[src/rtl/core/csev_coeff_ram.sv]
// Generic single-write, single-read synchronous RAM with registered read data.
// No dependencies.
`default_nettype none

module csev_coeff_ram #(
   parameter int DEPTH = 64,
   parameter int WIDTH = 32
) (
   input  wire logic                     clock,
   input  wire logic                     wr_en,
   input  wire logic [$clog2(DEPTH)-1:0] wr_addr,
   input  wire logic [WIDTH-1:0]         wr_data,
   input  wire logic                     rd_en,
   input  wire logic [$clog2(DEPTH)-1:0] rd_addr,
   output logic [WIDTH-1:0]              rd_data
);

   logic [WIDTH-1:0] store_mem [DEPTH];
   logic [WIDTH-1:0] rd_data_ff;

   always_ff @(posedge clock) begin
      if (wr_en) begin
         store_mem[wr_addr] <= wr_data;
      end
      if (rd_en) begin
         rd_data_ff <= store_mem[rd_addr];
      end
   end

   assign rd_data = rd_data_ff;

endmodule

`default_nettype wire

[config.mk]
export PLATFORM = sky130hd
export DESIGN_NAME = csev_coeff_ram
export DESIGN_NICKNAME = d
export VERILOG_FILES = /design/src/rtl/core/csev_coeff_ram.sv
export SDC_FILE = /design/constraint.sdc
export NUM_CORES = 2
export LEC_CHECK = 0
export ABC_CLOCK_PERIOD_IN_PS = 7150
export BUFFER_PORTS_ARGS = -buffer_cell sky130_fd_sc_hd__buf_2
export CAP_MARGIN = 0
export CORE_ASPECT_RATIO = 1.25
export CORE_UTILIZATION = 30
export CTS_BUF_LIST = sky130_fd_sc_hd__clkbuf_16
export CTS_CLUSTER_SIZE = 10
export DETAILED_ROUTE_END_ITERATION = 6
export PLACE_DENSITY_LB_ADDON = 0.15
export SLEW_MARGIN = 20
export SYNTH_ARGS = -nofsm -noshare
export SYNTH_HDL_FRONTEND = slang
export SYNTH_SLANG_ARGS = --single-unit
[constraint.sdc]
create_clock -name clock -period 7.15 [get_ports clock]
set_clock_uncertainty 0.05 [all_clocks]
set_input_delay 1.43 -clock clock [delete_from_list [all_inputs] [get_ports clock]]
set_output_delay 1.43 -clock clock [all_outputs]
set_load 0.03 [all_outputs]
==> results.md <==
- Clk slew on worst S/H paths: approximately 0.05 ns
- Drt initial violations: between 3000 and 4000
- Final Max Slew Viols: 0
- CP Capture Type: register
- Post-CTS Resized: 0
- Vias in the first global route: 38720
- Pwr/cell area: 280 mW/mm^2
- Clock latency on the worst-skew pair: roughly 0.90 ns
- Most frequent cell on the critical path: mux4_2
- Max Clock Freq: approximately 230 MHz
- Kind of critical path: input port to register
- Ratio of cells with drive above 1 in the final layout: around 30%
- Post-synthesis sequential area ratio: about four fifths
- Mapped Cells: roughly 3300
- First-pass GRT wire length: 334000 microns
- Slew headroom: about a quarter
- CTS Hold Bufs: 0
- Distinct cells, synth: 33
- Metal2 WL: 130000 microns
- Tmin final: around 4.4 ns
- DRC Markers: 0
- Setup_tns: 0 ns
- Via-to-Cell Ratio: 5.08
- GR Overflow Total: 0
- Port bufs: roughly 80
- DR top layer: met4
- Min-Delay Path Class: input port to register
- Largest net degree at the start of global routing: 83
- Total GRT Usage: a little under a fifth
- Per-cell routed wire length: between 30 and 40 microns
- Initial Util: 30.2%
- RSZ-0062 raised after global routing: no
- Layout area overhead: 15.1%
- Synthesized Nets: 3371
- Worst EP required: roughly 7.7 ns
- Mapped Avg Cell Area: 23.7 sq um
- Final setup fails: 0
- Setup slack, reg-to-reg: ~4.3 ns
- Initial antenna violation count: 15
- Crit-path max cell delay: around 0.87 ns
- Root Driver: clkbuf_16
- Antenna-violating nets left: 0
- Row count: 210
- Worst slew pin tran: ~1.1 ns
- Sink Count: between 2000 and 2500
- Die H: 575 microns
- CP Cell Sequence: buf_8 -> buf_12 -> mux4_2 -> mux4_2 -> o22ai_1 -> nor2_1
- Post-route clock period utilization: a little over 60%
- Post-synthesis register bit count: between 2000 and 2500
- Worst vdd ir: 208 uV
- Crit path DAT: between 4 and 5 ns
- Final Hold Violating Endpoints: 0
- Synth top area cells: edfxtp_1, mux4_2, mux2i_1
- Leak: between 20 and 30 nW
- Top_reg_cell synth: edfxtp_1
- Clock Tree Buf Depth: 4
- Length of the first detailed-routing pass in iterations: 5
- Bufs and invs on worst path: 2
- Die width: 461 microns
- Final hold slack: just over 0.8 ns
- Ys async rst share: 0%
- Top cell type's share of synthesized area: 79.2%
- Max Cap Viol: 0
- Crit start category: input port
- Delay-heaviest family, CP: multiplexers
- Total CTS buffers: roughly 240
- H-tree depth: 4
- Core footprint: roughly 0.26 sq mm
- Area leader, netlist: edfxtp_1
- Placer's final routability congestion estimate: around 0.75
- NumNets Final: about 3700
- Critical-path maximum fanout: slightly below 70
- Number of flops mapped to enable cells by yosys: 2080
- Drt total wl: approximately 240000 microns
- Post CTS Setup Buffer Count: 0
- Die ar.: 0.265 sq mm
- Ys Warns: 0
- Ports: 79
- Status: complete, no violations
- DRT met1 WL: 96400 microns
- TritonCTS clock tree: built
- Met3 wire len: between 10000 and 15000 microns
- Vias: roughly 36000
- Post-DP HPWL: approximately 140000 microns
- Slowest CP cell: o22ai_1
- Mapped Area: between 0.07 and 0.08 sq mm
==> area by class of cell <==
type | instances | area, sq um
fillers | 24069 | 171000
clock inverters | 27 | 208
clock buffers | 237 | 5930
flip-flops and latches | 2080 | 62500
repair buffers | 233 | 1780
diodes | 9 | 22.5
well taps | 3498 | 4380
multi-input cells | 1062 | 16000
==> kinds of logic (layout without fill, tap and decap cells) <==
| kind of cell | after synthesis | in the layout | share of synthesized area (%) |
|---|---|---|---|
| buffers and inverters | 182 | 497 | 1.12 |
| AO/OA/AOI/OAI | 202 | 202 | 1.67 |
| AND/OR/NAND/NOR | 223 | 223 | 1.26 |
| flip-flops | 2080 | 2080 | 79.2 |
| multiplexers | 637 | 637 | 16.7 |
| other | 0 | 9 | 0 |
==> power by group <==
group          internal, mW  total, mW  switching [mW]  leakage, nW
combinational         0.456       1.40           0.948         5.85
clock                  5.84       10.4            4.60         3.08
sequential             13.5       13.6          0.0492         18.7
==> sequential cells by signal (all words and copies together) (netlist names) <==
register,flops
rd_data,32
store_mem,2048
==> per-layer routing <==
layer,GRT usage (%),vias to the layer above
met5,0,-
met4,4.96,0
met3,2.18,302
met2,33.4,974
met1,22.8,20257
li1,-,14750
==> worst register-to-register path, stage by stage (launching register included) <==
cell and delay [ns]:
edfxtp_1 0.36, mux4_2 0.47, mux4_2 0.59, o22ai_1 0.90, nor2_1 0.18
==> final timing paths <==
path,startpoint,end,cells after the start
max reg2reg,store_mem[14][29]$_DFFE_PP_,rd_data[29]$_DFFE_PP_,4
max,rd_addr[0],rd_data[29]$_DFFE_PP_,6
min reg2reg,store_mem[28][20]$_DFFE_PP_,rd_data[20]$_DFFE_PP_,4
min,wr_data[15],store_mem[41][15]$_DFFE_PP_,1
==> cells in the mapped netlist (all sizes together) (5+ instances only) <==
cell type / count
buf: 108
mux4: 544
o221ai: 27
a311oi: 8
nor2: 137
nand3: 5
nor2b: 15
nor3: 7
nand3b: 5
mux2i: 93
edfxtp: 2080
a22oi: 12
o22ai: 84
a21oi: 62
clkbuf: 74
nand2: 26
nand2b: 8
or3b: 5
==> stage by stage <==
stage	std cells	worst slack [ns]	utilization [%]	cell area, sq um	power, mW
2_1_floorplan	3324	2.51	-	78800	14.5
3_3_place_gp	6873	1.78	32.4	84600	15.3
3_5_place_dp	6873	1.80	32.4	84600	15.3
4_1_cts	7137	2.75	34.7	90700	25.7
5_1_grt	7138	2.69	34.7	90700	26.1
6_report	7146	2.76	34.7	90800	25.4
==> cells in the final DEF (no fill, tap or decap), types with 3 or more instances in the layout <==
cell type	n
a21oi_1	60
a22oi_1	12
a311oi_1	8
a41o_1	4
and3_1	4
buf_12	15
buf_2	73
buf_4	141
buf_8	3
clkbuf_16	237
diode_2	9
edfxtp_1	2080
inv_1	17
inv_6	5
mux2i_1	93
mux4_2	544
nand2_1	25
nand2b_1	6
nand3_1	5
nand3b_1	5
nor2_1	73
nor2_4	62
nor2b_1	15
nor3_1	5
o221ai_1	27
o22ai_1	84
o32ai_1	4
or3_1	3
or3b_2	3
No activity file was read; power rests on OpenSTA's default activity.
