**src/rtl/core/csev_pkg.sv**
```systemverilog
// Shared constants and types for the Chebyshev series evaluator.
// No dependencies; the RTL files but csev_coeff_ram refer to it by scoped names, tb imports it.
`default_nettype none

package csev_pkg;

   localparam int MAX_TERMS = 64;
   localparam int ADDR_W    = $clog2(MAX_TERMS);
   localparam int VAL_W     = 32;
   localparam int FRAC_BITS = 16;
   localparam int OP_W      = 2;
   localparam int IDX_W     = 6;
   localparam int CSR_IDX_W = 2;

   // divider operand widths for the domain mapping
   localparam int DEN_W     = VAL_W + 1;
   localparam int NUM_W     = DEN_W + FRAC_BITS + 1;
   localparam int DIV_CNT_W = $clog2(NUM_W + 1);

   localparam logic [OP_W-1:0] OP_LOAD    = 2'd0;
   localparam logic [OP_W-1:0] OP_EVAL_T  = 2'd1;
   localparam logic [OP_W-1:0] OP_EVAL_U  = 2'd2;
   localparam logic [OP_W-1:0] OP_DERIV   = 2'd3;

   localparam logic [CSR_IDX_W-1:0] CSR_DEGREE = 2'd0;
   localparam logic [CSR_IDX_W-1:0] CSR_START  = 2'd1;
   localparam logic [CSR_IDX_W-1:0] CSR_END    = 2'd2;

   localparam logic [IDX_W-1:0]        DEGREE_RST = '0;
   localparam logic signed [VAL_W-1:0] START_RST  = -32'sd65536;
   localparam logic signed [VAL_W-1:0] END_RST    = 32'sd65536;

   localparam logic signed [63:0] SAT_HI    = (64'sd1 <<< (VAL_W - 1)) - 64'sd1;
   localparam logic signed [63:0] SAT_LO    = -(64'sd1 <<< (VAL_W - 1));
   localparam logic signed [63:0] ONE_Q     = 64'sd1 <<< FRAC_BITS;
   localparam logic signed [63:0] HALF_T    = 64'sd1 <<< (FRAC_BITS - 1);
   localparam logic signed [63:0] HALF_2X   = 64'sd1 <<< (FRAC_BITS - 2);

   typedef struct packed {
      logic                    ovf;
      logic signed [VAL_W-1:0] value;
   } sat_type;

endpackage

`default_nettype wire

```
**src/rtl/core/csev_div.sv**
```systemverilog
// Restoring unsigned divider, one quotient bit per cycle, for the domain mapping.
// Depends on csev_pkg for operand and counter widths.
`default_nettype none

module csev_div (
   input  wire logic                           clock,
   input  wire logic                           reset,
   input  wire logic                           start,
   input  wire logic [csev_pkg::NUM_W-1:0]     dividend,
   input  wire logic [csev_pkg::DEN_W-1:0]     divisor,
   output logic                                done,
   output logic [csev_pkg::NUM_W-1:0]          quotient
);

   logic [csev_pkg::DEN_W-1:0]     rem_ff, rem_in;
   logic [csev_pkg::NUM_W-1:0]     quo_ff, quo_in;
   logic [csev_pkg::DEN_W-1:0]     dsr_ff, dsr_in;
   logic [csev_pkg::DIV_CNT_W-1:0] cnt_ff, cnt_in;
   logic                           busy_ff, busy_in;
   logic                           done_ff, done_in;
   logic [csev_pkg::DEN_W:0]       shifted;
   logic [csev_pkg::DEN_W+1:0]     trial;

   always_comb begin
      shifted = {rem_ff, quo_ff[csev_pkg::NUM_W-1]};
      trial   = {1'b0, shifted} - {2'b00, dsr_ff};
      rem_in  = rem_ff;
      quo_in  = quo_ff;
      dsr_in  = dsr_ff;
      cnt_in  = cnt_ff;
      busy_in = busy_ff;
      done_in = 1'b0;
      if (start) begin
         rem_in  = '0;
         quo_in  = dividend;
         dsr_in  = divisor;
         cnt_in  = csev_pkg::DIV_CNT_W'(csev_pkg::NUM_W);
         busy_in = 1'b1;
      end else if (busy_ff) begin
         if (!trial[csev_pkg::DEN_W+1]) begin
            rem_in = trial[csev_pkg::DEN_W-1:0];
            quo_in = {quo_ff[csev_pkg::NUM_W-2:0], 1'b1};
         end else begin
            rem_in = shifted[csev_pkg::DEN_W-1:0];
            quo_in = {quo_ff[csev_pkg::NUM_W-2:0], 1'b0};
         end
         cnt_in = cnt_ff - 1'b1;
         if (cnt_ff == csev_pkg::DIV_CNT_W'(1)) begin
            busy_in = 1'b0;
            done_in = 1'b1;
         end
      end
   end

   always_ff @(posedge clock) begin
      if (reset) begin
         busy_ff <= 1'b0;
         done_ff <= 1'b0;
         cnt_ff  <= '0;
      end else begin
         busy_ff <= busy_in;
         done_ff <= done_in;
         cnt_ff  <= cnt_in;
      end
      rem_ff <= rem_in;
      quo_ff <= quo_in;
      dsr_ff <= dsr_in;
   end

   assign done     = done_ff;
   assign quotient = quo_ff;

endmodule

`default_nettype wire

```
**config.mk**
```make
export PLATFORM = sky130hd
export DESIGN_NAME = csev_div
export DESIGN_NICKNAME = d
export VERILOG_FILES = /design/src/rtl/core/csev_pkg.sv /design/src/rtl/core/csev_div.sv
export SDC_FILE = /design/constraint.sdc
export NUM_CORES = 1
export LEC_CHECK = 0
export BUFFER_PORTS_ARGS = -buffer_cell sky130_fd_sc_hd__buf_4
export CORE_UTILIZATION = 31
export DETAILED_ROUTE_END_ITERATION = 6
export PLACE_DENSITY = 0.49
export SYNTH_ARGS = -nofsm -noshare
export SYNTH_HDL_FRONTEND = slang
export SYNTH_SLANG_ARGS = --single-unit
```
**constraint.sdc**
```tcl
create_clock -name clock -period 6 [get_ports clock]
set_clock_uncertainty 0.1 [all_clocks]
set_input_delay 0.6 -clock clock [delete_from_list [all_inputs] [get_ports clock]]
set_output_delay 0.6 -clock clock [all_outputs]
set_load 0.01 [all_outputs]
```
==> metrics.txt <==
status finished, violations left; failing checks design-rule violations; Final GP Congestion 0.857; fin crit period 3.61 ns; Post-synth ARST share 0; drc violations 10; DP HPWL 12400 um; Post-CTS Resized 0; CP Launch Point quotient[49]$_DFFE_PP_; Cell variety after synth 66; io pins 137; CP Depth 12; Post-Syn Nets 798; internal cell power 1.95 mW; critical path cell sequence inv_1 -> ha_1 -> inv_1 -> fa_1 -> a211oi_1 -> o21ai_0 -> nand3_1 -> a21oi_2 -> o21ai_4 -> nor4_1 -> a2111oi_2 -> nor3_1; Fin. Hold Viols 0; root buf cell clkbuf_16; largest net degree at the start of global routing 67; Die ar. 23100 um^2; Die W 152 um; Top delay family on crit path compound AO/OA/AOI/OAI gates; Initial DRT Pass Iterations 7; Netlist Area Pre-Place 6980 um^2; Worst-path clk slew 0.06 ns; net switching power 719 uW; Num CTS Buffers 17; Yosys top cell area share 0.357; CP Max Fanout 40; CTS tree built; FILL cells 2125; Clk network pwr share 0.422; Slew Limit Fails 0; capture point of the worst path rem_ff[27]$_SDFFE_PP0P_; starting density of the core 0.318; vias post-DR 5562; r2r worst-path depth 12; Clock H-tree levels 4; number of enable flip-flop cells after synthesis 83; sequential area share after synthesis 0.475; Req. time, crit path 6.16 ns; GRT Total Usage 0.158; CORE AREA 22000 um^2; Vert. Die Dim 152 um; YS warnings 0; crit path capture type flop; crit path DAT 3.78 ns; total length of routed wires 17900 um; share of layout cells above drive strength 1 0.290; Vias per Instance 5.10; max cap viols 0; wire per inst 16.4 um; RSZ-0062 raised after global routing no; n_diodes 0; port bufs 136; Post-layout nets 920; Yosys reg bits 124; Switching Fraction 0.269; Pleak 3.59 nW; post-synthesis cell count 676; most frequent cell after synthesis edfxtp_1; CP Launch Type flop; commonest cells in the netlist edfxtp_1 (83), nor2_1 (66), mux2_2 (51); worst-case clock buffer depth 2; largest area contributor in the netlist edfxtp_1; TNS Setup 0 ns; post-route setup slack 2.39 ns; vias in the first global route 5705; Hold Path Class input pin to flop; Mean Syn Cell Area 10.3 um^2; period utilization 0.602; final instance area 8840 um^2; logic gate share of total power 0.189; GR Overflow Total 0; final setup fails 0; area delta synth->final 26.7%; Buf/Inv on CP 2; Max rail drop VDD 0.155 mV; initial antenna violation count 0; reg2reg setup slack 2.39 ns; Skew-Pair Late Insertion Delay 0.42 ns; Main synth FF type edfxtp_1; PD cells 302 nW/um^2; highest clock rate 0.277 GHz; Max stage delay on crit path 0.86 ns; Slew HR 0.267; Layout Utilization 0.403; Post-DP Area 8200 um^2; Slowest-stage cell, CP o21ai_4; post-CTS setup buffer count 0; first-pass GRT wire length 28900 um; cts hold-fix bufs 0; DRT iter0 DRCs 311; Crit path top cell by count inv_1; sequential power share 0.389; kind of critical path flop to flop; ANT nets after route 0; Placement Setup Slack 2.37 ns; FF-to-FF Start quotient[49]$_DFFE_PP_; Least-Margin Pin Slew 1.10 ns; largest cells by area after synthesis edfxtp_1 (36%), dfxtp_1 (12%), mux2_2 (8.2%); row cnt 54; reg2reg end rem_ff[27]$_SDFFE_PP0P_; clock sink count 124
==> flip-flops by register name, summed over array words and instances (netlist names) <==
register / count
quotient: 50
dsr_ff: 33
rem_ff: 33
cnt_ff: 6
busy_ff: 1
done: 1
==> cells by family (layout without fill, tap and decap cells) <==
logic type      after synthesis  count (layout)  synth area share
compound gates              170             170             0.167
fa+ha+maj                    36              36            0.0656
flops                       124             124             0.475
xor+xnor                     27              27            0.0339
mux                          58              58            0.0923
buf+inv                      85             220            0.0516
simple gates                176             176             0.115
==> per-layer routing <==
metal,wire (um),vias up,part of all wire,GRT usage
met5,0,-,0,0
met4,295,0,0.016,0.0617
met3,1750,27,0.098,0.0719
met2,8110,198,0.45,0.251
met1,7760,2614,0.43,0.186
li1,-,2723,-,-
==> worst min-delay path by stage <==
| stage | from | end | slack, ns | cells after the start |
|---|---|---|---|---|
| 5_1_grt | divisor[11] | dsr_ff[11]$_DFFE_PP_ | 0.23 | 1 |
| 3_3_place_gp | rem_ff[28]$_SDFFE_PP0P_ | rem_ff[28]$_SDFFE_PP0P_ | 0.39 | 2 |
| 4_1_cts | divisor[3] | dsr_ff[3]$_DFFE_PP_ | 0.23 | 1 |
| 3_5_place_dp | rem_ff[27]$_SDFFE_PP0P_ | rem_ff[27]$_SDFFE_PP0P_ | 0.38 | 2 |
| 6_report | divisor[5] | dsr_ff[5]$_DFFE_PP_ | 0.25 | 1 |
| 2_1_floorplan | rem_ff[28]$_SDFFE_PP0P_ | rem_ff[28]$_SDFFE_PP0P_ | 0.35 | 2 |
==> worst reg2reg max path: stages (launching register included) <==
cell	delay (ns)
edfxtp_1	0.40
inv_1	0.08
ha_1	0.15
inv_1	0.05
fa_1	0.42
a211oi_1	0.27
o21ai_0	0.20
nand3_1	0.20
a21oi_2	0.13
o21ai_4	0.86
nor4_1	0.16
a2111oi_2	0.37
nor3_1	0.08
==> area by class of cell <==
| class | count | area (um^2) | area share |
|---|---|---|---|
| Clock buffer | 20 | 457 | 0.0516 |
| Clock inverter | 12 | 185 | 0.0209 |
| Sequential cell | 124 | 3310 | 0.375 |
| Tap cell | 280 | 350 | 0.0396 |
| Timing Repair Buffer | 138 | 1040 | 0.117 |
| Inverter | 50 | 188 | 0.0212 |
| Multi-Input combinational cell | 467 | 3310 | 0.375 |
==> through the flow <==
stage | hold slack [ns] | power [mW] | cells
global route | 0.226 | 2.80 | 1091
CTS | 0.226 | 2.71 | 1091
global placement | 0.385 | 1.56 | 1059
detailed placement | 0.384 | 1.56 | 1059
finish | 0.249 | 2.67 | 1091
floorplan | 0.354 | 1.38 | 676
==> cell usage in the layout (no fill, tap or decap), types with 16 or more instances in the layout <==
master | Yosys | layout
dfxtp_1 | 41 | 41
mux2_2 | 51 | 51
a21oi_1 | 48 | 48
a211oi_1 | 29 | 29
buf_4 | 2 | 138
nor2_1 | 66 | 66
o21ai_0 | 26 | 26
ha_1 | 35 | 35
inv_1 | 49 | 48
nand3_1 | 16 | 16
edfxtp_1 | 83 | 83
clkbuf_16 | 0 | 17
nand2_1 | 44 | 44
xnor2_1 | 22 | 22
==> power groups by stage <==
| stage | clock (mW) | combinational, mW | sequential, mW |
|---|---|---|---|
| after floorplan | 0 | 0.315 | 1.06 |
| final | 1.13 | 0.506 | 1.04 |
| after CTS | 1.16 | 0.509 | 1.04 |
| after global routing | 1.19 | 0.559 | 1.05 |
| after detailed placement | 0 | 0.505 | 1.06 |
| after global placement | 0 | 0.500 | 1.06 |
(Power assumes the default switching activity.)
